$ cat src/rtl/mbps_pkg.sv
package mbps_pkg;

  // sizing
  localparam int MaxPattern = 16;
  localparam int OffsetBits = 32;
  localparam int WinDepth   = MaxPattern - 1;
  localparam int PosW       = OffsetBits + 1;
  localparam int SelW       = (MaxPattern > 1) ? $clog2(MaxPattern) : 1;
  localparam int LenW       = 5;
  localparam int MaskW      = 16;
  localparam int CntW       = 16;
  localparam int OffW       = 32;
  localparam int CfgDataW   = 64;
  localparam int CfgIdxW    = 3;
  localparam int QDepth     = 4;
  localparam int QPtrW      = $clog2(QDepth);

  // register map
  typedef enum logic [CfgIdxW-1:0] {
    CFG_PAT_LOW  = 3'd0,
    CFG_PAT_HIGH = 3'd1,
    CFG_MASK     = 3'd2,
    CFG_LENGTH   = 3'd3,
    CFG_LIMIT    = 3'd4
  } cfg_idx_e;

  // result kinds
  localparam logic KindMatch   = 1'b0;
  localparam logic KindSummary = 1'b1;

  typedef struct packed {
    logic [7:0] data_byte;
    logic       end_of_buffer;
  } scan_in_t;

  typedef struct packed {
    logic            result_kind;
    logic [OffW-1:0] match_offset;
    logic [CntW-1:0] match_count;
    logic            last_result;
  } scan_out_t;

  // one classified item between front and back
  typedef struct packed {
    logic            report;
    logic            eob;
    logic [OffW-1:0] offset;
    logic [CntW-1:0] count;
  } mbps_work_t;

endpackage

$ cat src/rtl/masked_byte_pattern_scanner_unit.sv
// a taken byte's results are written to the work queue and then to the output register
// throughput: one byte per cycle while full is low; a byte that ends a buffer with a
//   match yields two results and holds the back for both, which the four-entry queue
//   absorbs; a steady run of such bytes fills it and slows the input
// full rises only when that queue is full; the output drains one result a cycle on pop
// reset: registers to defaults (match limit 1), window, position, count and queue cleared
module masked_byte_pattern_scanner_unit (
  input  logic                          clk_i,
  input  logic                          rst_ni,
  input  logic                          cfg_we_i,
  input  logic [mbps_pkg::CfgIdxW-1:0]  cfg_idx_i,
  input  logic [mbps_pkg::CfgDataW-1:0] cfg_data_i,
  input  logic                          push,
  output logic                          full,
  input  mbps_pkg::scan_in_t            in_item_i,
  output logic                          empty,
  input  logic                          pop,
  output mbps_pkg::scan_out_t           out_item_o
);
  import mbps_pkg::*;

  logic       accept, work_valid, head_valid, head_pop;
  mbps_work_t work, head;

  assign accept = push && !full;

  // front: configuration and match classification
  mbps_front u_front (
    .clk_i        (clk_i),
    .rst_ni       (rst_ni),
    .cfg_we_i     (cfg_we_i),
    .cfg_idx_i    (cfg_idx_i),
    .cfg_data_i   (cfg_data_i),
    .accept_i     (accept),
    .item_i       (in_item_i),
    .work_valid_o (work_valid),
    .work_o       (work)
  );

  // queue between front and back
  mbps_queue u_queue (
    .clk_i   (clk_i),
    .rst_ni  (rst_ni),
    .push_i  (work_valid),
    .wdata_i (work),
    .full_o  (full),
    .pop_i   (head_pop),
    .valid_o (head_valid),
    .rdata_o (head)
  );

  // back: result expansion and output register
  mbps_back u_back (
    .clk_i        (clk_i),
    .rst_ni       (rst_ni),
    .head_valid_i (head_valid),
    .head_i       (head),
    .head_pop_o   (head_pop),
    .empty_o      (empty),
    .pop_i        (pop),
    .out_o        (out_item_o)
  );

endmodule

$ cat src/rtl/mbps_front.sv
module mbps_front (
  input  logic                            clk_i,
  input  logic                            rst_ni,
  input  logic                            cfg_we_i,
  input  logic [mbps_pkg::CfgIdxW-1:0]    cfg_idx_i,
  input  logic [mbps_pkg::CfgDataW-1:0]   cfg_data_i,
  input  logic                            accept_i,
  input  mbps_pkg::scan_in_t              item_i,
  output logic                            work_valid_o,
  output mbps_pkg::mbps_work_t            work_o
);
  import mbps_pkg::*;

  logic [63:0]       pat_low_q, pat_high_q;
  logic [MaskW-1:0]  mask_q;
  logic [LenW-1:0]   len_q;
  logic [CntW-1:0]   limit_q;

  logic [7:0]        win_q [WinDepth];
  logic [PosW-1:0]   pos_q;
  logic [CntW-1:0]   found_q;

  logic [127:0]      pat_all;
  logic [7:0]        seq   [MaxPattern];
  logic [MaxPattern-1:0] care, cmp_ok;
  logic              len_ok, enough, start_ok, hit, report;
  logic [PosW:0]     pos_inc, start;
  logic [CntW-1:0]   cnt_next;

  // configuration registers
  always_ff @(posedge clk_i or negedge rst_ni) begin
    if (!rst_ni) begin
      pat_low_q  <= '0;
      pat_high_q <= '0;
      mask_q     <= '0;
      len_q      <= '0;
      limit_q    <= CntW'(1);
    end else if (cfg_we_i) begin
      case (cfg_idx_e'(cfg_idx_i))
        CFG_PAT_LOW:  pat_low_q  <= cfg_data_i[63:0];
        CFG_PAT_HIGH: pat_high_q <= cfg_data_i[63:0];
        CFG_MASK:     mask_q     <= cfg_data_i[MaskW-1:0];
        CFG_LENGTH:   len_q      <= cfg_data_i[LenW-1:0];
        CFG_LIMIT:    limit_q    <= cfg_data_i[CntW-1:0];
        default: ;
      endcase
    end
  end

  // byte sequence ending at the current byte, newest first
  assign pat_all = {pat_high_q, pat_low_q};
  always_comb begin
    seq[0] = item_i.data_byte;
    for (int k = 1; k < MaxPattern; k++) begin
      seq[k] = win_q[k-1];
    end
  end

  // one compare lane per pattern byte
  always_comb begin
    for (int j = 0; j < MaxPattern; j++) begin
      logic [LenW-1:0] back;
      back      = len_q - LenW'(j) - LenW'(1);
      care[j]   = (LenW'(j) < len_q) && mask_q[j];
      cmp_ok[j] = !care[j] || (seq[back[SelW-1:0]] == pat_all[8*j +: 8]);
    end
  end

  // match decision and start offset
  assign len_ok   = (len_q != '0) && (len_q <= LenW'(MaxPattern));
  assign pos_inc  = {1'b0, pos_q} + (PosW+1)'(1);
  assign enough   = pos_inc >= (PosW+1)'(len_q);
  assign start    = pos_inc - (PosW+1)'(len_q);
  assign start_ok = (start >> OffsetBits) == '0;
  assign hit      = len_ok && enough && (|care) && (&cmp_ok);
  assign report   = hit && start_ok && (found_q < limit_q);
  assign cnt_next = report ? found_q + CntW'(1) : found_q;

  // classified item toward the queue
  assign work_valid_o  = accept_i && (report || item_i.end_of_buffer);
  assign work_o.report = report;
  assign work_o.eob    = item_i.end_of_buffer;
  assign work_o.offset = OffW'(start);
  assign work_o.count  = cnt_next;

  // scan state: window, position, count
  always_ff @(posedge clk_i or negedge rst_ni) begin
    if (!rst_ni) begin
      for (int k = 0; k < WinDepth; k++) win_q[k] <= '0;
      pos_q   <= '0;
      found_q <= '0;
    end else if (accept_i) begin
      if (item_i.end_of_buffer) begin
        for (int k = 0; k < WinDepth; k++) win_q[k] <= '0;
        pos_q   <= '0;
        found_q <= '0;
      end else begin
        win_q[0] <= item_i.data_byte;
        for (int k = 1; k < WinDepth; k++) win_q[k] <= win_q[k-1];
        if (pos_q != '1) pos_q <= pos_q + PosW'(1);
        found_q <= cnt_next;
      end
    end
  end

endmodule

$ cat src/rtl/mbps_queue.sv
module mbps_queue (
  input  logic                  clk_i,
  input  logic                  rst_ni,
  input  logic                  push_i,
  input  mbps_pkg::mbps_work_t  wdata_i,
  output logic                  full_o,
  input  logic                  pop_i,
  output logic                  valid_o,
  output mbps_pkg::mbps_work_t  rdata_o
);
  import mbps_pkg::*;

  mbps_work_t       slot_q [QDepth];
  logic [QPtrW-1:0] wr_q, rd_q;
  logic [QPtrW:0]   cnt_q;
  logic             do_push, do_pop;

  assign full_o  = cnt_q == (QPtrW+1)'(QDepth);
  assign valid_o = cnt_q != '0;
  assign rdata_o = slot_q[rd_q];
  assign do_push = push_i && !full_o;
  assign do_pop  = pop_i && valid_o;

  // entry storage
  always_ff @(posedge clk_i) begin
    if (do_push) slot_q[wr_q] <= wdata_i;
  end

  // pointers and fill level
  always_ff @(posedge clk_i or negedge rst_ni) begin
    if (!rst_ni) begin
      wr_q  <= '0;
      rd_q  <= '0;
      cnt_q <= '0;
    end else begin
      if (do_push) wr_q <= wr_q + QPtrW'(1);
      if (do_pop)  rd_q <= rd_q + QPtrW'(1);
      case ({do_push, do_pop})
        2'b10:   cnt_q <= cnt_q + (QPtrW+1)'(1);
        2'b01:   cnt_q <= cnt_q - (QPtrW+1)'(1);
        default: cnt_q <= cnt_q;
      endcase
    end
  end

endmodule

$ cat src/rtl/mbps_back.sv
module mbps_back (
  input  logic                  clk_i,
  input  logic                  rst_ni,
  input  logic                  head_valid_i,
  input  mbps_pkg::mbps_work_t  head_i,
  output logic                  head_pop_o,
  output logic                  empty_o,
  input  logic                  pop_i,
  output mbps_pkg::scan_out_t   out_o
);
  import mbps_pkg::*;

  logic      out_valid_q, out_valid_d;
  scan_out_t out_q, out_d;
  logic      phase_q, phase_d;
  logic      load, emit_match;

  assign load       = !out_valid_q || pop_i;
  assign emit_match = head_i.report && !phase_q;

  // expand a classified item into one or two results
  always_comb begin
    out_valid_d = out_valid_q;
    out_d       = out_q;
    phase_d     = phase_q;
    head_pop_o  = 1'b0;
    if (load) begin
      out_valid_d = head_valid_i;
      if (head_valid_i) begin
        if (emit_match) begin
          out_d.result_kind  = KindMatch;
          out_d.match_offset = head_i.offset;
          out_d.match_count  = head_i.count;
          out_d.last_result  = !head_i.eob;
          phase_d            = head_i.eob;
          head_pop_o         = !head_i.eob;
        end else begin
          out_d.result_kind  = KindSummary;
          out_d.match_offset = '0;
          out_d.match_count  = head_i.count;
          out_d.last_result  = 1'b1;
          phase_d            = 1'b0;
          head_pop_o         = 1'b1;
        end
      end
    end
  end

  // output register
  always_ff @(posedge clk_i or negedge rst_ni) begin
    if (!rst_ni) begin
      out_valid_q <= 1'b0;
      phase_q     <= 1'b0;
    end else begin
      out_valid_q <= out_valid_d;
      phase_q     <= phase_d;
    end
  end

  always_ff @(posedge clk_i) begin
    out_q <= out_d;
  end

  assign empty_o = !out_valid_q;
  assign out_o   = out_q;

endmodule

$ cat config.mk
export PLATFORM = sky130hd
export DESIGN_NAME = masked_byte_pattern_scanner_unit
export DESIGN_NICKNAME = d
export VERILOG_FILES = /design/src/rtl/mbps_pkg.sv /design/src/rtl/masked_byte_pattern_scanner_unit.sv /design/src/rtl/mbps_front.sv /design/src/rtl/mbps_queue.sv /design/src/rtl/mbps_back.sv
export SDC_FILE = /design/constraint.sdc
export NUM_CORES = 1
export LEC_CHECK = 0
export BUFFER_PORTS_ARGS = -buffer_cell sky130_fd_sc_hd__buf_2
export CAP_MARGIN = 5
export CORE_UTILIZATION = 40
export DETAILED_ROUTE_END_ITERATION = 10
export SYNTH_ARGS = -nofsm -noshare
export SYNTH_HDL_FRONTEND = slang
export SYNTH_HIERARCHICAL = 1
export SYNTH_SLANG_ARGS = --single-unit
$ cat constraint.sdc
create_clock -name clk_i -period 9.3 [get_ports clk_i]
set_input_delay 1.86 -clock clk_i [delete_from_list [all_inputs] [get_ports clk_i]]
set_output_delay 1.86 -clock clk_i [all_outputs]
set_load 0.05 [all_outputs]
==> impl_metrics.ini <==
[grt]
grt_pass1_vias = 25380
grt_max_degree = 117
grt_overflow = 0
globalRouteTotalUtil_pct = 24.42
antenna_found_initial = 8
grt_pass1_wl_um = 169600

[power_and_ir_drop]
clkPwrFrac_pct = 25.5
switchingPower_mw = 4.062
p_leak_nw = 15.40
power_density_mw_per_mm2 = 265.0
p_seq_share_pct = 35.8
swShare_pct = 38.01
irDropWorstVdd_uv = 175.8
total_power_mw = 10.69
intPower_mw = 6.624
pwr-share-comb_pct = 38.7

[timing]
slew_viol_final = 0
finalSetupViolations = 0
final-hold-violation-count = 0
fmax_ghz = 0.1303
worstMarginPinSlew_ps = 1214
maxSlewHeadroom_pct = 19.05
fin_crit_ps = 7675
grt_setup_unrepaired = no
fin_crit_sh_pct = 82.52
skew_ps = 22.51
tns_ps = 0

[detailed_routing]
wl_um = 113500
dr.pass1.iters = 7
drt_iter0_drc = 2541
wl_per_cell_um = 27.69
vias_per_cell = 6.241
drc = 0
drtAntennaViolNets = 0
vias = 25570

[yosys]
syn_inst = 2821
synth_area_sq_mm = 0.03651
yosys.cell_count.top_type = dfrtp_1
ys_warn_count = 6
synth_seq_cells = 593
ys_seq_area_share_pct = 44.07
synth_top_area_cell = dfrtp_1
ys_types = 102
synth_top_flop_cell = dfrtp_1
synth_area_leaders = dfrtp_1, edfxtp_1, mux4_2
synthTopCellsByCount = dfrtp_1, mux4_2, edfxtp_1
synth_edf_count = 250
synth-async-reset-ratio_pct = 57.84
synth_nets = 2941
avgSynthCellArea_sq_um = 12.94
synth_top_area_share_pct = 23.44

[worst_setup_path]
cp.arrival_ps = 8010
required_ps = 9630
cp-end-kind = flop
cp-start-kind = flop
crit_type = flop to flop
worst-path-max-fanout = 55

[cts]
cts-hold-fix-buffers = 0
clock_latency_ps = 650
post-cts-setup-buffers = 0
cts_tree = done
cts-root-buf = clkbuf_16
clkTransAtPathRegs_ps = 60
cts.sinks = 593
ctsResizeCount = 0
htreeDepth = 3
clockBufferDepth = 3
cts_made_buffers = 67

[finish]
drive_gt1_share_pct = 30.27
multi_input_area_sq_mm = 0.01917
layout.nets = 2985
num-fill-cells = 8042
fin_cells = 4097
register_area_sq_mm = 0.01610
syn_to_final_growth_pct = 10.41
fin_util_pct = 44.72

[floorplan]
initial_utilization_pct = 40.50
die_w_um = 304.1
row_count = 110
pin_count = 133
die_h_um = 304.1
die_area_sq_mm = 0.09250
core_area_sq_mm = 0.09015

[placed_design]
dp_hpwl_um = 80320
place_inst = 3972
io_buffer_count = 132
gp_congestion = 1.030

[worst_hold_path]
hp-class = flop to flop

[run]
cap_violations = 0

[run_status]
status = completed
==> layout by cell type, fill, tap and decap left out, types with 9 or more instances in the layout <==
master / synthesis / final
a211oi_1: 15 / 15
a21o_1: 11 / 11
a21oi_1: 47 / 47
a31o_2: 121 / 121
and2_1: 36 / 32
and2_2: 12 / 16
and3_1: 32 / 32
buf_2: 51 / 131
buf_4: 22 / 50
clkbuf_1: 102 / 15
clkbuf_16: 0 / 69
clkinv_2: 0 / 9
dfrtp_1: 342 / 338
edfxtp_1: 250 / 250
ha_1: 37 / 36
inv_1: 56 / 54
mux2_2: 154 / 154
mux2i_1: 215 / 215
mux4_2: 261 / 261
nand2_1: 118 / 118
nand2b_1: 10 / 10
nand3_1: 51 / 51
nand4_1: 60 / 60
nor2_1: 81 / 80
nor2b_1: 139 / 139
nor3_1: 25 / 24
nor4_1: 15 / 15
o211ai_1: 16 / 16
o21ai_0: 76 / 76
o221ai_1: 14 / 14
o31ai_1: 12 / 12
xnor2_1: 153 / 152
xor2_1: 90 / 88
==> layout make-up <==
| cell class | count | share of cell area (%) |
|---|---|---|
| Antenna cell | 1 | 0.006207 |
| Clock buffer | 91 | 4.662 |
| Clock inverter | 33 | 0.9869 |
| Inverter | 59 | 0.5555 |
| Multi-Input combinational cell | 1961 | 47.55 |
| Sequential cell | 593 | 39.95 |
| Tap cell | 1176 | 3.650 |
| Timing Repair Buffer | 183 | 2.644 |
==> power by group through the flow <==
stage / Clock (mW) / Combinational [mW] / Sequential [mW]
detailed placement: 0 / 4.11 / 3.86
CTS: 2.79 / 4.13 / 3.82
global placement: 0 / 4.05 / 3.85
finish: 2.72 / 4.13 / 3.83
floorplan: 0 / 2.87 / 4.03
global route: 2.89 / 4.40 / 3.87
==> critical path, stage by stage (launching register included) <==
cell and delay (ps):
dfrtp_4 980, inv_2 130, ha_4 870, buf_4 590, mux2i_1 390, mux2i_1 180, mux4_2 510, xnor2_1 150
nand4_1 170, a311o_1 400, a2111o_1 350, a211o_1 280, or4_1 590, a21boi_1 210, nor2b_2 290, and2_2 860
buf_4 330
==> metal layers <==
metal	vias up	global-route usage [%]	wire length [um]
met5	-	0	43
met4	8	10.09	4817
met3	267	5.752	9934
met2	1223	38.58	52970
met1	13130	32.26	45700
li1	10940	-	-
==> worst paths after layout <==
kind | start | depth (start not counted) | end | slack, ps
max in group asynchronous | rst_ni | 2 | u_front/len_q[1]$_DFFE_PN0P_ | 6290
worst max-delay path | u_front/len_q[0]$_DFFE_PN0P_ | 16 | u_queue/slot_q[1][2]$_DFFE_PP_ | 1630
worst min-delay path | u_front/mask_q[13]$_DFFE_PN0P_ | 1 | u_front/mask_q[13]$_DFFE_PN0P_ | 510
worst min register to register | u_front/mask_q[13]$_DFFE_PN0P_ | 1 | u_front/mask_q[13]$_DFFE_PN0P_ | 510
worst max register to register | u_front/len_q[0]$_DFFE_PN0P_ | 16 | u_queue/slot_q[1][2]$_DFFE_PP_ | 1630
min in group asynchronous | rst_ni | 1 | u_front/seq[12]$_DFFE_PN0P_ | 1270
==> flip-flops by register name, summed over array words and instances (netlist names) <==
signal	count
u_front/pat_high_q	64
u_back/phase_q	1
u_queue/wr_q	2
u_queue/cnt_q	3
u_front/found_q	16
u_front/limit_q	16
u_queue/slot_q	200
u_front/pos_q	33
u_front/mask_q	16
u_queue/rd_q	2
u_front/pat_low_q	64
u_back/out_valid_q	1
u_front/len_q	5
u_front/seq	120
u_back/out_o	50
==> through the flow <==
step	hold WS [ps]	worst slack (ps)	area [sq um]
floorplan	469.3	2087	36510
global placement	488.2	1821	38040
detailed placement	487.9	1682	38040
CTS	510.0	1637	40310
global route	532.2	1271	40310
finish	505.8	1625	40310
==> cell families after synthesis <==
| group | after synthesis | share of synthesized area (%) |
|---|---|---|
| buffers and inverters | 267 | 3.598 |
| adder cells (fa/ha/maj) | 40 | 1.405 |
| AO/OA/AOI/OAI | 405 | 8.214 |
| multiplexers | 636 | 27.06 |
| XOR/XNOR | 249 | 6.127 |
| flip-flops | 593 | 44.07 |
| AND/OR/NAND/NOR | 631 | 9.526 |
Power figures use the tool's default switching activity.
